### src/rtl/bg_tilemap_fetch_address_assert.svh
// Assertion macros for the background tilemap fetch address block.
// Users must have clk_i and rst_ni in scope where the macros are expanded.
`ifndef BG_TILEMAP_FETCH_ADDRESS_ASSERT_SVH
`define BG_TILEMAP_FETCH_ADDRESS_ASSERT_SVH

// Checked on every rising edge, switched off while reset is held.
`define BGTF_ASSERT(lbl, prop, msg) \
  lbl: assert property (@(posedge clk_i) disable iff (!rst_ni) prop) else $error(msg);

// Checked on every rising edge, reset included.
`define BGTF_ASSERT_RST(lbl, prop, msg) \
  lbl: assert property (@(posedge clk_i) prop) else $error(msg);

`endif

### src/rtl/bgtf_pkg.sv
`timescale 1ns / 1ps
// Shared types and constants for the background tilemap fetch address block.
// Used by every module of the block; depends on nothing else.
package bgtf_pkg;

  typedef enum logic {
    OP_WRITE = 1'b0,
    OP_FETCH = 1'b1
  } op_e;

  typedef enum logic [2:0] {
    CFG_MAP_BASE  = 3'd0,
    CFG_CHAR_BASE = 3'd1,
    CFG_SCROLL_X  = 3'd2,
    CFG_SCROLL_Y  = 3'd3,
    CFG_MAP_WIDE  = 3'd4,
    CFG_MAP_TALL  = 3'd5,
    CFG_WANT_HIGH = 3'd6,
    CFG_LAYER_ON  = 3'd7
  } cfg_idx_e;

  localparam int unsigned AddrW = 15;
  localparam int unsigned DataW = 16;
  localparam int unsigned CfgDataW = 15;

  // Screen offsets inside a multi-screen tilemap.
  localparam logic [AddrW-1:0] ScreenOfs    = 15'h400;
  localparam logic [AddrW-1:0] TallWideOfs  = 15'h800;

  typedef struct packed {
    logic [AddrW-1:0] map_base;
    logic [AddrW-1:0] char_base;
    logic [9:0]       scroll_x;
    logic [9:0]       scroll_y;
    logic             map_wide;
    logic             map_tall;
    logic             want_high;
    logic             layer_on;
  } cfg_t;

  // One item in flight: a memory write or a fetch with its fine position.
  typedef struct packed {
    op_e              op;
    logic [AddrW-1:0] addr;
    logic [2:0]       fine_x;
    logic [2:0]       fine_y;
    logic [DataW-1:0] data;
  } item_t;

  typedef struct packed {
    logic             visible;
    logic [AddrW-1:0] entry_addr;
    logic [AddrW-1:0] tile_addr;
    logic [2:0]       palette_num;
    logic [2:0]       col_in_tile;
    logic [2:0]       row_in_tile;
    logic             flip_h;
    logic             flip_v;
  } res_t;

endpackage

### src/rtl/bgtf_addr.sv
`timescale 1ns / 1ps
// Address stage: applies scroll and forms the tilemap entry word address.
// Depends on bgtf_pkg.
module bgtf_addr (
  input  logic               clk_i,
  input  logic               rst_ni,
  input  logic               adv_i,
  input  bgtf_pkg::cfg_t     cfg_i,
  input  logic               valid_i,
  input  bgtf_pkg::op_e      op_i,
  input  logic [7:0]         pixel_x_i,
  input  logic [7:0]         pixel_y_i,
  input  logic [14:0]        mem_addr_i,
  input  logic [15:0]        mem_data_i,
  output logic               valid_o,
  output bgtf_pkg::item_t    item_o
);
  import bgtf_pkg::*;

  logic [8:0]       xs, ys;
  logic [AddrW-1:0] tall_ofs, wide_ofs, entry_addr;
  logic             valid_q;
  item_t            item_d, item_q;

  always_comb begin
    xs = 9'({1'b0, pixel_x_i} + cfg_i.scroll_x[8:0]);
    ys = 9'({1'b0, pixel_y_i} + cfg_i.scroll_y[8:0]);
    tall_ofs = '0;
    if (ys[8] && cfg_i.map_tall) begin
      tall_ofs = cfg_i.map_wide ? TallWideOfs : ScreenOfs;
    end
    wide_ofs = (xs[8] && cfg_i.map_wide) ? ScreenOfs : '0;
    entry_addr = cfg_i.map_base + {5'b0, ys[7:3], 5'b0} + tall_ofs + wide_ofs
                 + {10'b0, xs[7:3]};

    item_d.op     = op_i;
    item_d.addr   = (op_i == OP_FETCH) ? entry_addr : mem_addr_i;
    item_d.fine_x = xs[2:0];
    item_d.fine_y = ys[2:0];
    item_d.data   = mem_data_i;
  end

  always_ff @(posedge clk_i or negedge rst_ni) begin
    if (!rst_ni) begin
      valid_q <= 1'b0;
    end else if (adv_i) begin
      valid_q <= valid_i;
    end
  end

  always_ff @(posedge clk_i) begin
    if (adv_i) begin
      item_q <= item_d;
    end
  end

  assign valid_o = valid_q;
  assign item_o  = item_q;

endmodule

### config.mk
export PLATFORM = sky130hd
export DESIGN_NAME = bgtf_addr
export DESIGN_NICKNAME = d
export VERILOG_FILES = /design/src/rtl/bg_tilemap_fetch_address_assert.svh /design/src/rtl/bgtf_pkg.sv /design/src/rtl/bgtf_addr.sv
export SDC_FILE = /design/constraint.sdc
export NUM_CORES = 1
export LEC_CHECK = 0
export BUFFER_PORTS_ARGS = -buffer_cell sky130_fd_sc_hd__buf_2
export CAP_MARGIN = 30
export CORE_ASPECT_RATIO = 1.1
export CORE_MARGIN = 1.5
export CORE_UTILIZATION = 41
export CTS_CLUSTER_SIZE = 10
export DETAILED_ROUTE_END_ITERATION = 12
export PLACE_DENSITY = 0.83
export SLEW_MARGIN = 20
export SYNTH_ARGS = -nofsm -noshare
export SYNTH_HDL_FRONTEND = slang
export SYNTH_SLANG_ARGS = --single-unit
### constraint.sdc
create_clock -name clk_i -period 0.85 [get_ports clk_i]
set_clock_uncertainty 0.15 [all_clocks]
set_input_delay 0.085 -clock clk_i [delete_from_list [all_inputs] [get_ports clk_i]]
set_output_delay 0.085 -clock clk_i [all_outputs]
set_load 0.01 [all_outputs]
# After elaboration in Yosys (flattened, before gate mapping)
# Cells that the tools add are included.
# word_totals
ff_bits	39
latch_bits	0
mem_bits_rw	0
mem_bits_ro	0
inputBits	106
out_inout_bits	39
n_memories	0
# op_classes
add_sub_neg	6
mul	0
div_mod_pow	0
magnitude_cmp	0
eq_ne	0
n_shift	0
mux	4
bitwise	0
n_reduce_logical	2
# ops
operator	n
$mux W12	2
$add A8 B9 Y9	2
$add A15 B10 Y15	1
$add A15 B11 Y15	1
$add A15 B15 Y15	1
$add A15 B5 Y15	1
$mux W15	1
$mux W11	1
$logic_and A1 B1 Y1	2

# Longest topological paths before layout
# Gate-level depths: netlist of the first run.
# depth
depth_word	7
ltp_mapped	18
ltp_nobuf	18

# Least setup slack after synthesis of the first run
# No wires, ideal clock.
# synth_timing
path_kind	input to register
start	input cfg_i[14] (netlist name)
end	register item_q, in the netlist item_o[36] (data pin)
setup_ns	0.260
arrival_time_ns	3.182
required_ns	0.440
path_slack_ns	-2.742
stages	17
cell_sequence	ha_1 inv_1 fa_1 nand2b_1 a21oi_1 or4_1 a31oi_1 xnor2_1 nand2_1 fa_1 inv_1 ha_1 and3_1 nand4_1 a21oi_1 o21ai_0 mux2_2
# synth_lines
item	line_no	text
from (decl)	bgtf_addr.sv:8	input bgtf_pkg::cfg_t cfg_i,
to (signal assigned)	bgtf_addr.sv:53	item_q <= item_d;
to (decl)	bgtf_addr.sv:23	item_t item_d, item_q;

==> impl_metrics.csv, run 1 <==
group,metric,value,unit
critical_path,required,0.74,ns
grt,grt_max_degree,13,
grt,gr-usage-all-layers,20.9,%
critical_path,cp_slowest_cell,"fa_1",
placement,portBuffers,125,
clocking,cts_inserted_buffers,5,
power_and_ir_drop,leakage,2.22,nW
drt,postRouteAntennaNets,0,
power_and_ir_drop,ir_worst_vdd,0.971,mV
synthesis,yosys_warnings,0,
critical_path,cp_data_arrival_time,3.25,ns
critical_path,cpPeakStageDelay,0.51,ns
sta,worst_pin_slew,0.346,ns
clocking,clock_sinks,39,
critical_path,crit_buf_inv,4,
cells_and_area,insertedDiodeCount,0,
sta,setup_viol,61,
placement,post_dp_cell_area,0.00409,mm^2
sta,fin_crit,3.35,ns
clocking,clk_pin_slew,0.07,ns
drt,wl_met1,3.16,mm
critical_path,start_kind,"primary input",
critical_path,crit_start,"cfg_i[14]",
clocking,clock_latency,0.29,ns
synthesis,synth_cells,233,
synthesis,synth_area,0.00273,mm^2
synthesis,ys_seq_elements,39,
critical_path,reg2reg_depth,1,
drt,drt_pass1_iterations,4,
placement,place_congestion,0.865,
clocking,ctsHoldBuffers,17,
die,start_util,43.2,%
synthesis,synth-edff-count,38,
critical_path,endpoint,"item_o[35]",
drt,highest_layer,"met4",
clocking,cts.htree.levels,2,
cells_and_area,nFillCells,425,
drt,wl_met3,389,um
placement,dp_hpwl,5.53,mm
flow_run,drv_cap,0,
synthesis,synth_area_leaders,"edfxtp_1, ha_1, xnor2_1, mux2_2, a21oi_1",
grt,first_global_vias,2668,
grt,grt_pass1_wl,11.4,mm
drt,wl,8.37,mm
die,die_h,88.5,um
critical_path,crit_family,"adder cells",
drt,drt-initial-drc-count,162,
sta,hold_ws,-0.111,ns
sta,fmax,298,MHz
power_and_ir_drop,power_density,1820,mW/mm^2
drt,avgViaCountPerCell,5.04,
die,core_area,0.00631,mm^2
sta,timing.final.crit_share,394,%
critical_path,path_depth,20,
die,die_area,0.00715,mm^2
drt,vias,2698,
synthesis,yosysTopAreaCellShare,41.9,%
sta,setup_ws,-2.50,ns
synthesis,avgSynthCellArea,11.7,um^2
critical_path,end_kind,"register",
cells_and_area,drive_gt1_share,60.4,%
grt,grt-ovfl-total,0,
clocking,cts_tree,"done",
run_status,violations,"negative hold slack, negative setup slack",
run_status,run_status,"complete, but fails checks",
clocking,root_buffer,"clkbuf_8",
power_and_ir_drop,p_total,8.54,mW
die,die_x,80.7,um
synthesis,synthDistinctLibCells,34,
synthesis,synth_async_sr_flop_share,2.56,%
critical_path,r2r_slack,-0.10,ns
drt,wl_met2,4.46,mm
cells_and_area,area_delta_synth_final,72.4,%
critical_path,path_cells,"buf_6 -> ha_4 -> inv_2 -> fa_2 -> nand2b_4 -> a21oi_2 -> or4_1 -> a31oi_1 -> xnor2_1 -> nand2_1 -> fa_1 -> inv_2 -> ha_4 -> buf_6 -> a21oi_4 -> nand2_1 -> a31oi_2 -> a21oi_2 -> xnor2_1 -> a21oi_1",
die,ioPinCount,145,
cells_and_area,final_nets,603,
synthesis,netlist.top_cell.by_area,"edfxtp_1",
critical_path,crit_type,"in2reg",
sta,hold_violations,15,
cells_and_area,finalInstanceArea,0.00470,mm^2
sta,final_max_slew_viol_count,0,
critical_path,worstReg2RegEnd,"valid_o",
critical_path,crit_fanout,4,
sta,rsz0062_at_grt,"yes",
critical_path,r2r-start,"valid_o",
synthesis,synth_nets,382,
drt,wire_per_inst,15.6,um
sta,fin_tns_setup,-37.77,ns
synthesis,synthFlopType,"edfxtp_1",
clocking,ctsLongestPathBuffers,2,
grt,antenna_found_initial,0,
sta,slew_headroom,76.7,%
drt,drc,0,
die,rows,30,
synthesis,yosysSeqAreaShare,42.8,%
hold_path,worstHoldPathType,"in2reg",
placement,pre_cts_slack,-2.78,ns
state kept, by name, indices dropped and copies added, names as in the netlist:
signal / cells
valid_o: 1
item_o: 38
final cells by class:
class / count / area (um^2) / area share [%]
Clock buffer: 5 / 68.8 / 1.47
Clock inverter: 3 / 38.8 / 0.826
Inverter: 13 / 48.8 / 1.04
Multi-Input combinational cell: 179 / 1850 / 39.3
Sequential cell: 39 / 1170 / 24.8
Tap cell: 80 / 100 / 2.13
Timing Repair Buffer: 216 / 1430 / 30.4
worst min-delay path by stage:
stage / startpoint / to / cells past startpoint / slack (ns)
floorplan: rst_ni / valid_o / 0 / -0.36
global placement: rst_ni / valid_o / 1 / -0.29
detailed placement: rst_ni / valid_o / 1 / -0.29
CTS: valid_i / valid_o / 2 / -0.13
global route: valid_i / valid_o / 2 / -0.11
finish: valid_i / valid_o / 2 / -0.11
synth_stat cells (3+ instances only):
cell,count
ha_1,39
edfxtp_1,38
xnor2_1,21
a21oi_1,20
nor2_1,15
inv_1,13
mux2_2,11
nand2_1,11
a21o_1,8
o21ai_0,6
nand2b_1,5
o21a_1,5
a31oi_1,4
fa_1,4
nor2b_1,4
nor3_1,3
xor2_1,3
cells in the final DEF (no fill, tap or decap), drive strengths merged, types with 2 or more instances in the layout:
cell / Yosys / final
o41ai: 2 / 2
nand2b: 5 / 5
xor2: 3 / 3
nor2b: 4 / 4
nand2: 11 / 11
o21ai: 8 / 8
fa: 4 / 4
ha: 39 / 39
clkinv: 0 / 2
dlygate4sd3: 0 / 17
or4: 2 / 2
xnor2: 21 / 21
and3: 2 / 2
nor2: 15 / 15
a21o: 8 / 8
a31oi: 4 / 4
o21a: 5 / 5
clkbuf: 0 / 5
nor3: 3 / 3
nand4: 2 / 2
buf: 2 / 199
mux2: 12 / 12
a21oi: 20 / 20
inv: 13 / 13
edfxtp: 38 / 38
nand3: 2 / 2
power breakdown:
part	leakage [nW]	internal, mW	switching (mW)
registers	0.384	2.45	0.0624
clock network	0.0556	0.859	0.643
logic	1.78	2.44	2.08
cell families after synthesis:
| group | after synthesis | share of synthesized area (%) |
|---|---|---|
| DFF | 39 | 42.8 |
| xor gates and xnor gates | 24 | 7.71 |
| muxes | 12 | 5.10 |
| AOI/OAI and AO/OA | 51 | 11.9 |
| buffers and inverters | 15 | 2.62 |
| adders and majority gates | 43 | 20.8 |
| and+or+nand+nor | 49 | 9.00 |
layer usage:
layer / vias to the layer above / GRT usage, %
met3: 29 / 2.78
met4: 0 / 11.8
met5: - / 0
met2: 110 / 40.9
met1: 1255 / 20.9
li1: 1304 / -
per-stage QoR:
stage                     util, %  std cells
after floorplan                 -        233
after global placement       64.9        501
after detailed placement     64.9        501
after CTS                    71.9        532
after global routing         74.5        535
final                        74.5        535
what timing repair did:
action / 4_1_cts / 5_1_grt
setup endpoints to repair: 59 / 60
pin swaps: 15 / 34
resized for setup: 25 / 24
hold endpoints to repair: 33 / 15
setup buffers: 7 / 6
Power figures use the tool's default switching activity.
==> run 2, diff against run 1 <==
--- a/config.mk
+++ b/config.mk
@@ -9,10 +9,10 @@
 export CAP_MARGIN = 30
 export CORE_ASPECT_RATIO = 1.1
 export CORE_MARGIN = 1.5
-export CORE_UTILIZATION = 41
+export CORE_UTILIZATION = 30
 export CTS_CLUSTER_SIZE = 10
 export DETAILED_ROUTE_END_ITERATION = 12
-export PLACE_DENSITY = 0.83
+export PLACE_DENSITY = 0.65
 export SLEW_MARGIN = 20
 export SYNTH_ARGS = -nofsm -noshare
 export SYNTH_HDL_FRONTEND = slang
==> run 2 against run 1 <==
  * Largest cell class unchanged
  * Fmax is 1.8% higher
  * Critical path depth is 2 lower
  * Setup slack better by 0.060 ns
  * Routed wire length is 14% lower
  * Critical endpoint is now item_o[36]
  * Hold slack worse by 0.011 ns
  * Die area is 35% higher
  * Power is 7.0% lower
  * Sequential share of layout area is 0.34 points higher
  * Cell count is 5.6% higher
  * The flow still finishes with violations (negative hold slack, negative setup slack)
==> impl_metrics.csv, run 2 (synthesis results as in run 1) <==
group,metric,value,unit
clocking,cts.htree.levels,2,
power_and_ir_drop,sequentialPowerShare,31.7,%
critical_path,r2r_slack,-0.04,ns
placement,place_congestion,0.818,
drt,vias,2543,
sta,setup_ws,-2.44,ns
power_and_ir_drop,power.share.combinational,53.2,%
drt,wl,7.18,mm
clocking,clock_latency,0.29,ns
sta,hold_ws,-0.122,ns
sta,fin_crit,3.29,ns
placement,dp_hpwl,5.74,mm
grt,grt_max_degree,32,
die,die_h,103,um
grt,grtUsageMet1,15.0,%
grt,gr-usage-met3,2.36,%
grt,antenna_found_initial,0,
clocking,ctsLongestPathBuffers,2,
drt,postRouteAntennaNets,0,
cells_and_area,final_util,52.5,%
critical_path,path_cells,"buf_6 -> ha_4 -> inv_2 -> fa_2 -> nand2b_4 -> a21oi_2 -> or4_1 -> a31oi_1 -> xnor2_1 -> nand2_1 -> fa_1 -> inv_2 -> ha_4 -> and3_4 -> nand4_1 -> a21oi_2 -> o21ai_2 -> mux2_4",
cells_and_area,final_cell_mix,"buf_2, buf_4, edfxtp_1, ha_1",
cells_and_area,largest_register_ff_count,38,
power_and_ir_drop,p_switching,2.55,mW
placement,portBuffers,125,
cells_and_area,drive_gt1_share,57.9,%
grt,met2_usage,28.1,%
power_and_ir_drop,power.internal,5.39,mW
power_and_ir_drop,power.share.clock,15.1,%
grt,first_global_vias,2547,
clocking,ctsHoldBuffers,17,
cells_and_area,final_nets,599,
grt,gr-usage-all-layers,14.4,%
critical_path,crit_fanout,2,
power_and_ir_drop,ir_worst_vdd,0.854,mV
sta,fmax,304,MHz
die,rows,36,
drt,drc,0,
cells_and_area,final-instance-count-excl-fill,565,
hold_path,worstHoldPathType,"in2reg",
critical_path,cp_slowest_cell,"fa_1",
clocking,cts_inserted_buffers,5,
grt,busiest_layer,"met2",
flow_run,drv_cap,0,
critical_path,required,0.75,ns
sta,slew_headroom,79.1,%
critical_path,crit_family,"adder cells",
drt,drt_pass1_iterations,4,
cells_and_area,insertedDiodeCount,0,
clocking,clock_sinks,39,
critical_path,start_kind,"primary input",
run_status,run_status,"complete, but fails checks",
clocking,cts_tree,"done",
cells_and_area,nFillCells,818,
die,start_util,30.9,%
power_and_ir_drop,leakage,2.21,nW
drt,avgViaCountPerCell,4.50,
grt,grt-ovfl-total,0,
critical_path,end_kind,"register",
die,die_x,93.9,um
drt,drt-initial-drc-count,33,
drt,wire_per_inst,12.7,um
die,ioPinCount,145,
critical_path,cp_data_arrival_time,3.19,ns
die,core_area,0.00883,mm^2
sta,final_max_slew_viol_count,0,
power_and_ir_drop,p_total,7.94,mW
critical_path,crit_type,"in2reg",
critical_path,crit_buf_inv,3,
sta,worst_pin_slew,0.310,ns
run_status,violations,"negative hold slack, negative setup slack",
placement,placed_cells,538,
die,die_area,0.00967,mm^2
grt,grt_pass1_wl,10.9,mm
clocking,clk_pin_slew,0.07,ns
cells_and_area,final_common_cell,"buf_2",
sta,rsz0062_at_grt,"yes",
sta,hold_violations,19,
clocking,root_buffer,"clkbuf_8",
sta,timing.final.crit_share,387,%
sta,setup_viol,59,
cells_and_area,area_delta_synth_final,70.0,%
critical_path,cpPeakStageDelay,0.49,ns
power_and_ir_drop,swShare,32.1,%
power_and_ir_drop,power_density,1710,mW/mm^2
==> run 2: layout make-up <==
type | count | area (um^2) | share of cell area (%)
clock buffer | 5 | 68.8 | 1.49
clock inverter | 3 | 15.0 | 0.324
inverter | 13 | 48.8 | 1.05
multi-input combinational | 179 | 1790 | 38.7
sequential | 39 | 1170 | 25.2
tap | 114 | 143 | 3.08
timing repair buffer | 212 | 1400 | 30.2
==> run 2: power groups by stage <==
stage / combinational, mW / clock [mW] / sequential (mW)
after floorplan: 2.06 / 0 / 2.71
after global placement: 3.67 / 0 / 2.55
after detailed placement: 3.74 / 0 / 2.56
after CTS: 4.05 / 1.24 / 2.51
after global routing: 4.63 / 1.29 / 2.54
final: 4.22 / 1.20 / 2.51
==> run 2: what timing repair did <==
action / 4_1_cts / 5_1_grt
gates cloned: 0 / 0
gates resized for setup: 27 / 13
endpoints found under the hold margin: 35 / 16
endpoints found under the setup margin: 59 / 59
setup buffers: 1 / 1
pin swaps: 20 / 21
==> run 2: routing by layer <==
layer / vias up / share of wire, %
li1: 1293 / -
met4: 0 / 2.2
met2: 59 / 55
met3: 14 / 4.3
met5: - / 0
met1: 1177 / 38
==> run 2: path summary, 6_finish.rpt <==
| path | from | to | depth (start not counted) |
|---|---|---|---|
| worst max-delay path | cfg_i[14] | item_o[36] | 18 |
| worst min-delay path | valid_i | valid_o | 2 |
| worst max register to register | valid_o | valid_o | 1 |
| worst min register to register | valid_o | valid_o | 1 |
| max in group asynchronous | rst_ni | valid_o | 2 |
| min in group asynchronous | rst_ni | valid_o | 2 |
==> run 2: metrics by stage <==
step,cell area [um^2],TNS (ns),hold slack (ns),worst slack (ns)
after floorplan,2900,-29.99,-0.361,-2.52
after global placement,4170,-38.36,-0.291,-2.71
after detailed placement,4170,-39.17,-0.285,-2.76
after CTS,4560,-37.08,-0.128,-2.45
after global routing,4630,-39.98,-0.120,-2.57
final,4630,-36.76,-0.122,-2.44
==> run 3, diff against run 2 <==
--- a/config.mk
+++ b/config.mk
@@ -12,7 +12,7 @@
 export CORE_UTILIZATION = 30
 export CTS_CLUSTER_SIZE = 10
 export DETAILED_ROUTE_END_ITERATION = 12
-export PLACE_DENSITY = 0.65
+export PLACE_DENSITY = 0.62
 export SLEW_MARGIN = 20
 export SYNTH_ARGS = -nofsm -noshare
 export SYNTH_HDL_FRONTEND = slang
==> run 3 against run 2 <==
  * Sequential cell count unchanged
  * Design area is 2.5% higher
  * Cell count grew 0.88%
  * Combinational power increased by 2%
  * Non-clock buffer count rose by 5
  * Highest routed layer unchanged
  * First-iteration DRC count increased by 70%
  * The run still ends with negative hold slack, negative setup slack left
==> impl_metrics.csv, run 3 (synthesis results as in run 1) <==
group,metric,value,unit
grt,antenna_found_initial,0,
power_and_ir_drop,ir_worst_vdd,0.744,mV
cells_and_area,largest_register_ff_count,38,
cells_and_area,final_nets,604,
critical_path,path_cells,"buf_6 -> ha_4 -> inv_2 -> fa_2 -> nand2b_4 -> a21oi_2 -> or4_4 -> a31oi_4 -> xnor2_1 -> nand2_1 -> fa_1 -> inv_2 -> ha_4 -> and3_4 -> nand4_1 -> a21oi_2 -> o21ai_2 -> mux2_4",
grt,first_global_vias,2514,
drt,drt_pass1_iterations,3,
sta,fin_crit,3.29,ns
die,die_x,93.9,um
placement,dp_hpwl,5.69,mm
drt,avgViaCountPerCell,4.37,
power_and_ir_drop,leakage,2.24,nW
critical_path,cpPeakStageDelay,0.51,ns
drt,wire_per_inst,12.2,um
placement,placed_cells,537,
cells_and_area,final_util,53.8,%
die,die_area,0.00967,mm^2
clocking,cts.htree.levels,2,
hold_path,worstHoldPathType,"in2reg",
grt,grt_max_degree,30,
placement,place_congestion,0.863,
drt,wl_met1,2.81,mm
cells_and_area,area_delta_synth_final,74.2,%
placement,pre_cts_slack,-2.78,ns
drt,wl_met3,312,um
run_status,violations,"negative hold slack, negative setup slack",
sta,rsz0062_at_grt,"yes",
grt,grt_pass1_wl,10.7,mm
sta,worst_pin_slew,0.335,ns
drt,drt-initial-drc-count,56,
sta,hold_ws,-0.119,ns
grt,grt-ovfl-total,0,
drt,wl_met2,3.72,mm
cells_and_area,final_cell_mix,"buf_2, buf_4, edfxtp_1, ha_1, xnor2_1",
sta,setup_ws,-2.44,ns
clocking,root_buffer,"clkbuf_8",
critical_path,cp_slowest_cell,"fa_1",
drt,highest_layer,"met4",
cells_and_area,drive_gt1_share,60.3,%
critical_path,end_kind,"register",
drt,wl,6.95,mm
clocking,cts_inserted_buffers,5,
die,die_h,103,um
cells_and_area,final_common_cell,"buf_2",
die,ioPinCount,145,
run_status,run_status,"complete, but fails checks",
sta,fmax,304,MHz
clocking,clock_latency,0.29,ns
clocking,ctsLongestPathBuffers,2,
die,start_util,30.9,%
clocking,clk_pin_slew,0.07,ns
sta,timing.final.crit_share,387,%
flow_run,drv_cap,0,
critical_path,required,0.75,ns
sta,slew_headroom,77.5,%
placement,portBuffers,125,
drt,drc,0,
critical_path,cp_data_arrival_time,3.19,ns
sta,setup_viol,60,
critical_path,crit_fanout,2,
grt,gr-usage-all-layers,14.2,%
cells_and_area,insertedDiodeCount,0,
power_and_ir_drop,power_density,1750,mW/mm^2
clocking,cts_tree,"done",
sta,final_max_slew_viol_count,0,
drt,vias,2489,
sta,fin_tns_setup,-36.75,ns
clocking,ctsHoldBuffers,17,
clocking,clock_sinks,39,
sta,hold_violations,18,
critical_path,start_kind,"primary input",
critical_path,crit_type,"in2reg",
cells_and_area,final-instance-count-excl-fill,570,
die,core_area,0.00883,mm^2
die,rows,36,
drt,postRouteAntennaNets,0,
[run 3: changes by cell type in the layout (fill, tap and decap cells not counted), moves of 2 or more]
cell   previous run  this run
buf_4            60        64
ha_4              8        10
inv_2             3         5
inv_1            10         8
ha_1             29        26
[run 3: where the power goes]
group / total, mW / internal, mW / switching, mW
clock network: 1.49 / 0.859 / 0.633
logic: 4.29 / 2.44 / 1.85
registers: 2.51 / 2.45 / 0.0612
total: 8.29 / 5.75 / 2.54
[run 3: layout make-up]
class,instances,area [um^2]
inverters,13,48.8
clock inverters,3,38.8
repair buffers,217,1450
clock buffers,5,68.8
flip-flops and latches,39,1170
well taps,114,143
multi-input cells,179,1830
fillers,824,4080
[run 3: worst paths after layout]
check / from / to / slack (ns) / depth (start not counted)
max: cfg_i[14] / item_o[36] / -2.44 / 18
min: valid_i / valid_o / -0.12 / 2
max reg2reg: valid_o / valid_o / -0.17 / 2
min reg2reg: valid_o / valid_o / 0.46 / 2
max in group asynchronous: rst_ni / valid_o / 0.52 / 2
min in group asynchronous: rst_ni / valid_o / -0.05 / 2
[run 3: critical path, delay by kind of cell]
kind            cells  cell delay [ns]
xor+xnor            1             0.13
buf+inv             3             0.20
mux                 1             0.29
fa+ha+maj           4             1.11
simple gates        5             0.93
compound gates      4             0.43
[run 3: what timing repair did]
action / CTS / global route
setup endpoints to repair: 59 / 59
pin swaps: 22 / 13
buffers inserted: 5 / 3
hold endpoints to repair: 34 / 18
gates resized for setup: 33 / 15
[run 3: layer usage]
metal	GRT usage (%)	up-vias
met5	0	-
met4	5.74	0
met3	2.58	6
met2	26.9	54
met1	15.4	1123
li1	-	1306
[run 3: stage by stage]
stage	area, um^2	total power, mW
2_1_floorplan	2900	4.78
3_3_place_gp	4170	6.23
3_5_place_dp	4170	6.30
4_1_cts	4650	8.25
5_1_grt	4750	8.85
6_report	4750	8.29
