$ cat config.mk
export PLATFORM = sky130hd
export DESIGN_NAME = bgtf_decode
export DESIGN_NICKNAME = d
export VERILOG_FILES = /design/src/rtl/bg_tilemap_fetch_address_assert.svh /design/src/rtl/bgtf_pkg.sv /design/src/rtl/bgtf_decode.sv
export SDC_FILE = /design/constraint.sdc
export NUM_CORES = 1
export LEC_CHECK = 0
export ABC_AREA = 1
export BUFFER_PORTS_ARGS = -buffer_cell sky130_fd_sc_hd__buf_2
export CAP_MARGIN = 10
export CORE_UTILIZATION = 42
export DETAILED_ROUTE_END_ITERATION = 6
export PLACE_DENSITY = 0.95
export RECOVER_POWER = 100
export SLEW_MARGIN = 20
export SYNTH_ARGS = -nofsm -noshare
export SYNTH_HDL_FRONTEND = slang
export SYNTH_SLANG_ARGS = --single-unit
$ cat constraint.sdc
create_clock -name clk_i -period 0.8 [get_ports clk_i]
set_input_delay 0.16 -clock clk_i [delete_from_list [all_inputs] [get_ports clk_i]]
set_output_delay 0.16 -clock clk_i [all_outputs]
set_load 0.02 [all_outputs]
$ cat src/rtl/bg_tilemap_fetch_address_assert.svh
// Assertion macros for the background tilemap fetch address block.
// Users must have clk_i and rst_ni in scope where the macros are expanded.
`ifndef BG_TILEMAP_FETCH_ADDRESS_ASSERT_SVH
`define BG_TILEMAP_FETCH_ADDRESS_ASSERT_SVH

// Checked on every rising edge, switched off while reset is held.
`define BGTF_ASSERT(lbl, prop, msg) \
  lbl: assert property (@(posedge clk_i) disable iff (!rst_ni) prop) else $error(msg);

// Checked on every rising edge, reset included.
`define BGTF_ASSERT_RST(lbl, prop, msg) \
  lbl: assert property (@(posedge clk_i) prop) else $error(msg);

`endif

$ cat src/rtl/bgtf_pkg.sv
`timescale 1ns / 1ps
// Shared types and constants for the background tilemap fetch address block.
// Used by every module of the block; depends on nothing else.
package bgtf_pkg;

  typedef enum logic {
    OP_WRITE = 1'b0,
    OP_FETCH = 1'b1
  } op_e;

  typedef enum logic [2:0] {
    CFG_MAP_BASE  = 3'd0,
    CFG_CHAR_BASE = 3'd1,
    CFG_SCROLL_X  = 3'd2,
    CFG_SCROLL_Y  = 3'd3,
    CFG_MAP_WIDE  = 3'd4,
    CFG_MAP_TALL  = 3'd5,
    CFG_WANT_HIGH = 3'd6,
    CFG_LAYER_ON  = 3'd7
  } cfg_idx_e;

  localparam int unsigned AddrW = 15;
  localparam int unsigned DataW = 16;
  localparam int unsigned CfgDataW = 15;

  // Screen offsets inside a multi-screen tilemap.
  localparam logic [AddrW-1:0] ScreenOfs    = 15'h400;
  localparam logic [AddrW-1:0] TallWideOfs  = 15'h800;

  typedef struct packed {
    logic [AddrW-1:0] map_base;
    logic [AddrW-1:0] char_base;
    logic [9:0]       scroll_x;
    logic [9:0]       scroll_y;
    logic             map_wide;
    logic             map_tall;
    logic             want_high;
    logic             layer_on;
  } cfg_t;

  // One item in flight: a memory write or a fetch with its fine position.
  typedef struct packed {
    op_e              op;
    logic [AddrW-1:0] addr;
    logic [2:0]       fine_x;
    logic [2:0]       fine_y;
    logic [DataW-1:0] data;
  } item_t;

  typedef struct packed {
    logic             visible;
    logic [AddrW-1:0] entry_addr;
    logic [AddrW-1:0] tile_addr;
    logic [2:0]       palette_num;
    logic [2:0]       col_in_tile;
    logic [2:0]       row_in_tile;
    logic             flip_h;
    logic             flip_v;
  } res_t;

endpackage

$ cat src/rtl/bgtf_decode.sv
`timescale 1ns / 1ps
// Entry decode and output register: tile address, flips, palette, visibility.
// Depends on bgtf_pkg.
module bgtf_decode (
  input  logic               clk_i,
  input  logic               rst_ni,
  input  logic               adv_i,
  input  bgtf_pkg::cfg_t     cfg_i,
  input  logic               valid_i,
  input  bgtf_pkg::item_t    item_i,
  input  logic [15:0]        entry_i,
  output logic               valid_o,
  output bgtf_pkg::res_t     res_o
);
  import bgtf_pkg::*;

  logic valid_q;
  res_t res_d, res_q;

  always_comb begin
    res_d.flip_h      = entry_i[14];
    res_d.flip_v      = entry_i[15];
    res_d.palette_num = entry_i[12:10];
    res_d.entry_addr  = item_i.addr;
    res_d.tile_addr   = cfg_i.char_base + {1'b0, entry_i[9:0], 4'b0};
    // Seven minus a three-bit value is its complement.
    res_d.col_in_tile = item_i.fine_x ^ {3{entry_i[14]}};
    res_d.row_in_tile = item_i.fine_y ^ {3{entry_i[15]}};
    res_d.visible     = cfg_i.layer_on && (entry_i[13] == cfg_i.want_high);
  end

  always_ff @(posedge clk_i or negedge rst_ni) begin
    if (!rst_ni) begin
      valid_q <= 1'b0;
    end else if (adv_i) begin
      valid_q <= valid_i && (item_i.op == OP_FETCH);
    end
  end

  always_ff @(posedge clk_i) begin
    if (adv_i) begin
      res_q <= res_d;
    end
  end

  assign valid_o = valid_q;
  assign res_o   = res_q;

endmodule

After elaboration in Yosys (flattened, before gate mapping):

Cells that the tools add are included.

* bits in registers: 43
* input bits: 112
* output and inout bits: 43
* word-level logic and storage cells: 15

* eq/ne operators: 1
* bitwise operators: 2
* add/subtract/negate cells: 1
* reduce and logical (&&, ||, !) cells: 2

Operators with widths (number)
* $add 15x14->15: 1
* $xor 3x3->3: 2
* $logic_and 1x1->1: 2
* $eq 1x1->1: 1

Logic depth before layout (Yosys ltp):

Gate-level depths: netlist of the first run.

* depth after elaboration: 2
* depth in mapped cells: 10

Worst setup path after synthesis of the first run:

OpenSTA, ideal clock, no wires.

* path kind: input to register
* start point: in cfg_i[28] (netlist bit)
* end point: reg res_q, in the netlist res_o[23], data pin
* arrival time: 1.198 ns
* slack: -0.650 ns
* stages: 9
* data required time: 0.548 ns
* library setup time: 0.252 ns
* cell sequence: ha_1 > inv_1 > fa_1 > inv_1 > nand3_1 > nand3_1 > nand2_1 > nand3_1 > nand2_1

RTL lines
* start: declaration: line bgtf_decode.sv:8 `input bgtf_pkg::cfg_t cfg_i,`
* end signal: assignment: line bgtf_decode.sv:42 `res_q <= res_d;`
* end: declaration: line bgtf_decode.sv:18 `res_t res_d, res_q;`

==> results of run 1 <==
area by class of cell:
cell class | count | area share, %
clock buffers | 6 | 2.276
repair buffers | 119 | 26.92
clock inverters | 2 | 0.3925
inverters | 22 | 2.590
multi-input cells | 96 | 25.43
flip-flops and latches | 43 | 40.35
well taps | 52 | 2.041
flip-flops by register name, indices dropped and copies added (netlist names):
register,flops
valid_o,1
res_o,42
kinds of logic after synthesis:
family                     count (synthesis)
AOI/OAI and AO/OA                          7
xor gates and xnor gates                  10
adders and majority gates                 11
buffers and inverters                     22
DFF                                       43
and+or+nand+nor                           68
power breakdown:
part	leakage [nW]	total (mW)	internal (mW)	switching, mW
clock network	0.0412	1.36	0.611	0.753
registers	0.424	2.86	2.74	0.112
logic	0.998	1.71	0.800	0.911
routing by layer:
metal / part of all wire [%] / global-route usage, % / up-vias / wire length, um
li1: - / - / 789 / -
met3: 9.1 / 7.558 / 12 / 583
met5: 0 / 0 / - / 0
met4: 1.5 / 8.000 / 0 / 98
met1: 36 / 22.80 / 838 / 2326
met2: 53 / 39.27 / 114 / 3385
synthesized netlist by cell type, drive strengths merged:
cell type and n:
a21oi 5, dfrtp 1, edfxtp 42, fa 1, ha 10, inv 22
nand2 44, nand3 12, nand4 2, nor2 10, o21ai 2, xnor2 1
xor2 9
worst max-delay path by stage:
| stage | to | slack (ps) | depth (start not counted) |
|---|---|---|---|
| finish | res_o[24] | -370 | 10 |
| CTS | res_o[21] | -290 | 10 |
| detailed placement | res_o[21] | -690 | 10 |
| floorplan | res_o[23] | -500 | 9 |
| global route | res_o[24] | -390 | 10 |
| global placement | res_o[23] | -640 | 10 |
stage by stage:
| step | utilization [%] | instances |
|---|---|---|
| floorplan | - | 161 |
| global placement | 62.33 | 326 |
| detailed placement | 62.33 | 326 |
| CTS | 67.24 | 337 |
| global route | 72.72 | 340 |
| finish | 72.72 | 340 |
critical path, delay by kind of cell:
| family | cells | cell delay [ps] |
|---|---|---|
| fa+ha+maj | 1 | 260 |
| buf+inv | 1 | 120 |
| simple gates | 8 | 680 |
timing repair:
| item | CTS | global route |
|---|---|---|
| hold endpoints to repair | 1 | 0 |
| setup buffers | 2 | 3 |
| hold buffers | 1 | 0 |
| endpoints found under the setup margin | 53 | 53 |
| gates resized for setup | 31 | 61 |
| pin swaps | 6 | 7 |
==> results.txt, run 1 <==
----------------------------------------------------
[Global routing]
  Number of global-route vias before repair ... 1,640
  Number of antenna violations at the first check in global routing ... 0
  Total GRT Usage ... 21.57%
  Pin count of the biggest net entering global routing ... 32
  Total gr overflow ... 0
  Global-route wire length before repair ... 7962 um

[Clock network]
  TritonCTS sink count ... 43
  Clock transition at path regs ... 90 ps
  CTS tree ... done
  Worst skew pair latency ... 300 ps
  Clock H-tree levels ... 2
  Clock Path Buffers ... 2
  Number of CTS-inserted buffers ... 5
  Clk Tree Root Cell ... sky130_fd_sc_hd__clkbuf_8

[Min path]
  Worst Min Path Start ... item_i[29]
  Worst min-delay path class ... input port to register
  Hold-critical path endpoint ... res_o[33]
  Cell depth of the worst hold path ... 1

[Synthesis]
  Biggest area consumer among synthesized cells ... sky130_fd_sc_hd__edfxtp_1
  Sequential-to-total area share from yosys stat ... 66.75%
  Area fraction in compound gates after synthesis ... 2.208%
  Multiplexer share of the synthesized area ... 0%
  Xor/xnor cell area share of the yosys netlist ... 4.545%
  Mean cell area of the mapped netlist ... 11.97 um2
  Leading post-synthesis cells by cell area ... sky130_fd_sc_hd__edfxtp_1 65%, sky130_fd_sc_hd__nand2_1 8.6%, sky130_fd_sc_hd__ha_1 6.5%
  Adder-cell share of the synthesized area ... 7.532%
  Count of state elements after synthesis ... 43
  Post-synth net total ... 284
  Fraction of synthesized cell area taken by the top area cell type ... 65.45%
  Distinct cell type count of the synthesized netlist ... 16
  Synth warn ... 0
  Cells after Synth ... 161
  Post-synthesis share of cell area spent on and, or, nand and nor gates ... 14.68%
  Main combinational cell family by area after synthesis ... simple AND/OR/NAND/NOR gates
  Combined area of all synthesized cells ... 1927 um2

[Route]
  Number of optimization iterations in the first detailed-route pass ... 5
  DRC violations left ... 0
  Final routed wire length divided by cell count ... 18.81 um
  Routed WL ... 6394 um
  Number of antenna-violating nets in the routed design ... 0
  Via count of the routed design ... 1,753
  Number of design-rule violations left by the first detailed-router iteration ... 146
  Ratio of routed vias to standard cells ... 5.156

[Layout]
  Footprint of the flip-flops and latches ... 1286 um2
  Total number of nets in the final design ... 410
  Most common cell after layout, fill and taps aside ... sky130_fd_sc_hd__buf_2
  Area taken by multi-input logic gates ... 810.8 um2
  Layout filler cell count ... 263
  Share of cells above drive strength 1 ... 55.90%
  Design Area, Final ... 3188 um2
  Synthesis-to-layout area growth ... 65.45%
  Most used cells in the layout excluding fill and tap cells ... 65 x sky130_fd_sc_hd__buf_2, 42 x sky130_fd_sc_hd__edfxtp_1, 34 x sky130_fd_sc_hd__nand2_1
  Number of antenna diodes ... 0

[Timing]
  Fin Clk Skew ... 0 ps
  Max Transition Viols Final ... 0
  Hold slack final ... 24.78 ps
  Setup repair after global routing missed its margin ... yes
  Worst Setup Slack, final ... -369.0 ps
  Final critical delay including setup and external delays ... 1169 ps
  Achievable frequency ... 0.8554 GHz
  Final hold violation count ... 0
  Count of endpoints failing setup in the final report ... 53
  Sum Neg Setup Slack ... -11,670 ps
  Relative slew margins ... 78.41%
  Pin slew with the least headroom to its limit ... 323.9 ps
  Period utilisation layout ... 146.1%

[Placed design]
  GPL Wtd Cong ... 0.7820
  Post-DP Area ... 2733 um2
  Port Buffers ... 101
  Half-perimeter wire length after placement ... 3731 um
  Setup slack after placement ... -687.6 ps

[Critical path]
  Critical register-to-register path startpoint ... valid_o
  Most frequent cell on the critical path ... sky130_fd_sc_hd__nand2_1
  Longest individual stage delay on the worst path ... 260 ps
  Cell-by-cell listing of the critical path ... buf_2 -> ha_4 -> nand2_1 -> nand2_1 -> nand2_1 -> nand2_1 -> nand2_1 -> nand3_1 -> nand2_1 -> nand2_1
  Critical path's slowest cell ... sky130_fd_sc_hd__ha_4
  Count of cells along the worst register-to-register path ... 2
  Biggest fanout along the worst timing path ... 6
  Arrival time of data at the critical path endpoint ... 1230 ps
  Reg-to-reg critical path endpoint ... valid_o
  Required time at the endpoint of the critical path ... 860 ps
  Source of the critical timing path ... cfg_i[30]
  Nature of the critical path startpoint ... input port
  Crit Path Category ... input port to register
  Critical Path Sink Type ... register
  Setup slack on the worst flop-to-flop path ... 160 ps

[Floorplan]
  Width of the chip ... 69.73 um
  Number of primary I/O pins ... 155
  Core area ... 4384 um2
  Effective utilization at floorplan ... 43.95%
  Overall die height ... 69.73 um
  Die footprint ... 4862 um2
  Num rows ... 24

[Pwr]
  Power Total ... 5.932 mW
  Maximum VDD drop ... 0.0008233 V
  Leakage power summed over all cells ... 1.463 nW
  Power density over the cells ... 1861 nW/um2

[Status]
  Violated checks ... negative setup slack
  Status ... complete, but fails checks

[Flow run]
  Max-cap viol count ... 0

----------------------------------------------------
No activity file was read; power rests on OpenSTA's default activity.
==> run 2, diff against run 1 <==
Settings changed: CORE_UTILIZATION 42 to 35, PLACE_DENSITY 0.95 to 0.87.
Clock period 0.8 ns to 1 ns, I/O delays scaled along.
==> run 2 against run 1 <==
  * Cell area fell by 2.0%
  * Clock power fell by 24%
  * The run still ends with negative setup slack left
  * Utilization fell by 13 points
  * Largest cell class unchanged
  * Flip-flop and latch count did not move
  * Combinational power fell by 26%
  * Clock skew did not move
  * First-iteration DRC count fell by 75%
  * Via count fell by 9.0%
==> results.txt, run 2 (synthesized netlist as in run 1, its figures left out) <==
----------------------------------------------------
[Status]
  Status ... complete, but fails checks
  Violated checks ... negative setup slack

[Layout]
  Share of cells above drive strength 1 ... 55.71%
  Synthesis-to-layout area growth ... 62.21%
  Layout filler cell count ... 421
  Most used cells in the layout excluding fill and tap cells ... 76 x sky130_fd_sc_hd__buf_2, 42 x sky130_fd_sc_hd__edfxtp_1, 32 x sky130_fd_sc_hd__nand2_1
  Flip-flop count of the largest register, all copies and words added ... 42
  Number of antenna diodes ... 0
  Most common cell after layout, fill and taps aside ... sky130_fd_sc_hd__buf_2
  Total number of nets in the final design ... 411
  Footprint of the flip-flops and latches ... 1286 um2
  Area taken by multi-input logic gates ... 788.3 um2

[Global routing]
  Pin count of the biggest net entering global routing ... 24
  Global-route wire length before repair ... 6927 um
  Number of antenna violations at the first check in global routing ... 0
  Total gr overflow ... 0
  Number of global-route vias before repair ... 1,574
  Total GRT Usage ... 15.44%

[Floorplan]
  Die footprint ... 5806 um2
  Overall die height ... 76.20 um
  Effective utilization at floorplan ... 37.02%
  Num rows ... 26
  Core area ... 5205 um2
  Number of primary I/O pins ... 155
  Width of the chip ... 76.20 um

[Route]
  Routed WL ... 4584 um
  Final routed wire length divided by cell count ... 12.77 um
  Detailed route wirelength on metal2 ... 2502 um
  Ratio of routed vias to standard cells ... 4.446
  DRC violations left ... 0
  Wire length on met1 ... 1762 um
  Met3 routed WL ... 239 um
  Number of optimization iterations in the first detailed-route pass ... 4
  Via count of the routed design ... 1,596
  Top layer used by detailed routing ... met4
  Number of design-rule violations left by the first detailed-router iteration ... 36
  Number of antenna-violating nets in the routed design ... 0

[Timing]
  Pin slew with the least headroom to its limit ... 476.7 ps
  Achievable frequency ... 0.8724 GHz
  Worst Setup Slack, final ... -146.3 ps
  Period utilisation layout ... 114.6%
  Fin Clk Skew ... 0 ps
  Relative slew margins ... 68.22%
  Count of endpoints failing setup in the final report ... 41
  Max Transition Viols Final ... 0
  Setup repair after global routing missed its margin ... yes
  Final critical delay including setup and external delays ... 1146 ps
  Final hold violation count ... 0
  Sum Neg Setup Slack ... -1433 ps

[Flow run]
  Max-cap viol count ... 0

[Clock network]
  TritonCTS sink count ... 43
  Clock Path Buffers ... 2
  Clk Tree Root Cell ... sky130_fd_sc_hd__clkbuf_8
  Clock H-tree levels ... 2
  Number of CTS-inserted buffers ... 5
  Worst skew pair latency ... 280 ps
  Clock transition at path regs ... 80 ps
  CTS tree ... done

[Placed design]
  Half-perimeter wire length after placement ... 3284 um
  Port Buffers ... 101
  Setup slack after placement ... -522.5 ps
  GPL Wtd Cong ... 0.7905

[Pwr]
  Power density over the cells ... 1459 nW/um2
  Leakage power summed over all cells ... 1.435 nW
  Maximum VDD drop ... 0.0005805 V

[Critical path]
  Critical Path Sink Type ... register
  Nature of the critical path startpoint ... input port
  Critical path's slowest cell ... sky130_fd_sc_hd__fa_2
  Longest individual stage delay on the worst path ... 340 ps
  Required time at the endpoint of the critical path ... 1050 ps
  Cell-by-cell listing of the critical path ... buf_6 -> ha_4 -> inv_2 -> fa_2 -> inv_2 -> nand3_2 -> nand3_4 -> nand2_2 -> nand3_1 -> nand2_1
  Most frequent cell on the critical path ... sky130_fd_sc_hd__inv_2
  Number of buffer and inverter instances along the worst setup path ... 3
  Crit Path Category ... input port to register
  Biggest fanout along the worst timing path ... 3
  Largest delay contributor family on the critical path ... adder cells
  Arrival time of data at the critical path endpoint ... 1200 ps

[Min path]
  Worst min-delay path class ... input port to register

----------------------------------------------------
-- run 2: power by group --
part | internal, mW | switching, mW
clock network | 0.488 | 0.554
registers | 2.19 | 0.0634
logic | 0.594 | 0.668
-- run 2: layout make-up --
cell class,instances,share of cell area [%]
Timing Repair Buffer,120,25.46
Clock inverter,2,0.4003
Inverter,22,2.642
Tap cell,70,2.802
Clock buffer,6,2.322
Multi-Input combinational cell,96,25.22
Sequential cell,43,41.15
-- run 2: routing by layer --
| metal | up-vias | track usage (%) |
|---|---|---|
| met5 | - | 0 |
| met3 | 12 | 3.114 |
| met2 | 77 | 29.18 |
| met1 | 713 | 16.69 |
| met4 | 0 | 6.346 |
| li1 | 794 | - |
-- run 2: stage by stage --
step	power, mW	hold slack [ps]	std cells	area (um2)	util [%]
finish	4.560	86.49	359	3126	60.05
global route	4.776	65.53	359	3126	60.05
CTS	4.450	77.15	355	2994	57.52
detailed placement	3.310	-14.90	344	2768	53.17
global placement	3.280	-21.44	344	2768	53.17
floorplan	2.841	-95.59	161	2059	-
-- run 2: worst register-to-register path, cell delays in order (launching register included) --
cell	delay, ps
sky130_fd_sc_hd__dfrtp_1	390
sky130_fd_sc_hd__buf_4	130
sky130_fd_sc_hd__inv_1	40
sky130_fd_sc_hd__o21ai_0	70
-- run 2: final timing paths --
kind	from	endpoint	slack, ps	cells after the start
max	cfg_i[28]	res_o[21]	-150	10
min	item_i[34]	res_o[38]	90	1
max reg2reg	valid_o	valid_o	230	3
min reg2reg	valid_o	valid_o	680	3
max in group asynchronous	rst_ni	valid_o	670	2
min in group asynchronous	rst_ni	valid_o	210	2
-- run 2: what timing repair did --
action,CTS,global route
hold endpoints to repair,1,0
setup buffers,2,4
resized for setup,30,39
endpoints found under the setup margin,50,51
hold buffers,1,0
pin swaps,9,12
==> run 3, diff against run 2 <==
==> constraint.sdc (replaced) <==
create_clock -name clk_i -period 1 [get_ports clk_i]
set_input_delay 0.25 -clock clk_i [delete_from_list [all_inputs] [get_ports clk_i]]
set_output_delay 0.25 -clock clk_i [all_outputs]
set_load 0.02 [all_outputs]
==> run 3 against run 2 <==
  * The flow still finishes with violations (negative setup slack)
  * Critical path depth did not move
  * Global-route usage unchanged
  * Routed wire length shrank 1.0%
  * Flip-flop and latch count did not move
  * First-iteration DRC count up 17%
  * Fmax is 5.3% lower
  * Power hardly changed
  * Clock skew stayed put
  * Clock-buffer cell count stayed put
  * Utilization increased by 0.38 points
  * Critical path type unchanged
  * Largest cell class unchanged
  * Largest power group unchanged
==> results.txt, run 3 (synthesized netlist as in run 1, its figures left out) <==
----------------------------------------------------
[Status]
  Status ... complete, but fails checks
  Violated checks ... negative setup slack

[Timing]
  Relative slew margins ... 75.67%
  Worst Setup Slack, final ... -210.4 ps
  Period utilisation layout ... 121.0%
  Sum Neg Setup Slack ... -3949 ps
  Fin Clk Skew ... 0 ps
  Count of endpoints failing setup in the final report ... 52
  Max Transition Viols Final ... 0
  Final critical delay including setup and external delays ... 1210 ps
  Pin slew with the least headroom to its limit ... 365.0 ps
  Final hold violation count ... 0
  Achievable frequency ... 0.8262 GHz
  Setup repair after global routing missed its margin ... yes

[Route]
  Via count of the routed design ... 1,583
  Final routed wire length divided by cell count ... 12.64 um
  Number of antenna-violating nets in the routed design ... 0
  DRC violations left ... 0
  Number of design-rule violations left by the first detailed-router iteration ... 42
  Ratio of routed vias to standard cells ... 4.409
  Number of optimization iterations in the first detailed-route pass ... 4
  Routed WL ... 4537 um

[Clock network]
  Worst skew pair latency ... 280 ps
  TritonCTS sink count ... 43
  Clk Tree Root Cell ... sky130_fd_sc_hd__clkbuf_8
  CTS tree ... done
  Number of CTS-inserted buffers ... 5
  Clock H-tree levels ... 2
  Clock Path Buffers ... 2
  Clock transition at path regs ... 80 ps

[Layout]
  Synthesis-to-layout area growth ... 63.25%
  Layout filler cell count ... 421
  Flip-flop count of the largest register, all copies and words added ... 42
  Footprint of the flip-flops and latches ... 1286 um2
  Number of antenna diodes ... 0
  Most used cells in the layout excluding fill and tap cells ... 74 x sky130_fd_sc_hd__buf_2, 42 x sky130_fd_sc_hd__edfxtp_1, 32 x sky130_fd_sc_hd__nand2_1
  Total number of nets in the final design ... 411
  Area taken by multi-input logic gates ... 778.2 um2
  Most common cell after layout, fill and taps aside ... sky130_fd_sc_hd__buf_2
  Share of cells above drive strength 1 ... 56.06%

[Placed design]
  Setup slack after placement ... -572.5 ps
  Port Buffers ... 101
  Half-perimeter wire length after placement ... 3284 um
  GPL Wtd Cong ... 0.7905

[Critical path]
  Count of cells along the worst register-to-register path ... 3
  Arrival time of data at the critical path endpoint ... 1260 ps
  Crit Path Category ... input port to register
  Critical Path Sink Type ... register
  Required time at the endpoint of the critical path ... 1050 ps
  Setup slack on the worst flop-to-flop path ... 250 ps
  Nature of the critical path startpoint ... input port
  Critical register-to-register path startpoint ... valid_o
  End point of the critical path ... res_o[21]
  Reg-to-reg critical path endpoint ... valid_o
  Source of the critical timing path ... cfg_i[28]
  Biggest fanout along the worst timing path ... 3

[Pwr]
  Proportion of power drawn by the clock network ... 22.9%
  P_sw ... 1.281 mW
  Leakage power summed over all cells ... 1.444 nW
  Relative contribution of sequential cells to total power ... 49.5%
  Switching share of total power ... 28.08%
  Internal power ... 3.281 mW
  Power density over the cells ... 1450 nW/um2
  Combinational group share of total power ... 27.7%
  Maximum VDD drop ... 0.0005847 V

[Floorplan]
  Width of the chip ... 76.20 um
  Die footprint ... 5806 um2
  Overall die height ... 76.20 um
  Core area ... 5205 um2
  Number of primary I/O pins ... 155
  Num rows ... 26
  Effective utilization at floorplan ... 37.02%

[Flow run]
  Max-cap viol count ... 0

[Global routing]
  Global-route wire length before repair ... 6927 um
  Total gr overflow ... 0
  Total GRT Usage ... 15.44%
  Number of global-route vias before repair ... 1,574
  Pin count of the biggest net entering global routing ... 24
  Number of antenna violations at the first check in global routing ... 0

[Min path]
  Cell depth of the worst hold path ... 1
  Worst min-delay path class ... input port to register

----------------------------------------------------
run 3: per-layer routing:
| metal | wire length [um] | up-vias | track usage [%] |
|---|---|---|---|
| li1 | - | 794 | - |
| met1 | 1713 | 712 | 16.69 |
| met2 | 2508 | 73 | 29.18 |
| met3 | 267 | 4 | 3.114 |
| met4 | 48 | 0 | 6.346 |
| met5 | 0 | - | 0 |
run 3: timing repair:
item                                   4_1_cts  5_1_grt
endpoints found under the hold margin        1        0
resized for setup                           30       38
hold buffers                                 1        0
setup buffers                                2        4
pin swaps                                    9       12
setup endpoints to repair                   52       52
run 3: area by class of cell:
cell class                 count  area share, %
tap                           70          2.784
timing repair buffer         120          26.25
inverter                      22          2.625
sequential                    43          40.89
multi-input combinational     96          24.74
clock inverter                 2         0.3978
clock buffer                   6          2.307
run 3: power by group through the flow:
| stage | sequential (mW) | combinational [mW] | clock (mW) |
|---|---|---|---|
| floorplan | 2.51 | 0.329 | 0 |
| global placement | 2.26 | 1.02 | 0 |
| detailed placement | 2.27 | 1.04 | 0 |
| CTS | 2.24 | 1.15 | 1.06 |
| global route | 2.27 | 1.36 | 1.13 |
| finish | 2.26 | 1.26 | 1.04 |
run 3: worst min-delay path by stage:
stage / from / end
after floorplan: rst_ni / valid_o
after global placement: rst_ni / valid_o
after detailed placement: rst_ni / valid_o
after CTS: item_i[34] / res_o[38]
after global routing: item_i[34] / res_o[38]
final: item_i[34] / res_o[38]
run 3: metrics by stage:
step	cells	hold WS [ps]	instance area [um2]	power, mW	util (%)
after global routing	359	118.0	3146	4.760	60.43
after global placement	344	28.56	2768	3.280	53.17
final	359	137.2	3146	4.562	60.43
after CTS	355	127.1	2994	4.450	57.52
after detailed placement	344	35.10	2768	3.310	53.17
after floorplan	161	-45.59	2059	2.841	-
run 3: worst max-delay path: stages:
cell and delay (ps):
sky130_fd_sc_hd__buf_6 80, sky130_fd_sc_hd__ha_4 130, sky130_fd_sc_hd__inv_2 30, sky130_fd_sc_hd__fa_2 340, sky130_fd_sc_hd__inv_2 70, sky130_fd_sc_hd__nand3_2 80, sky130_fd_sc_hd__nand3_4 90, sky130_fd_sc_hd__nand2_2 60
sky130_fd_sc_hd__nand3_1 70, sky130_fd_sc_hd__nand2_1 70
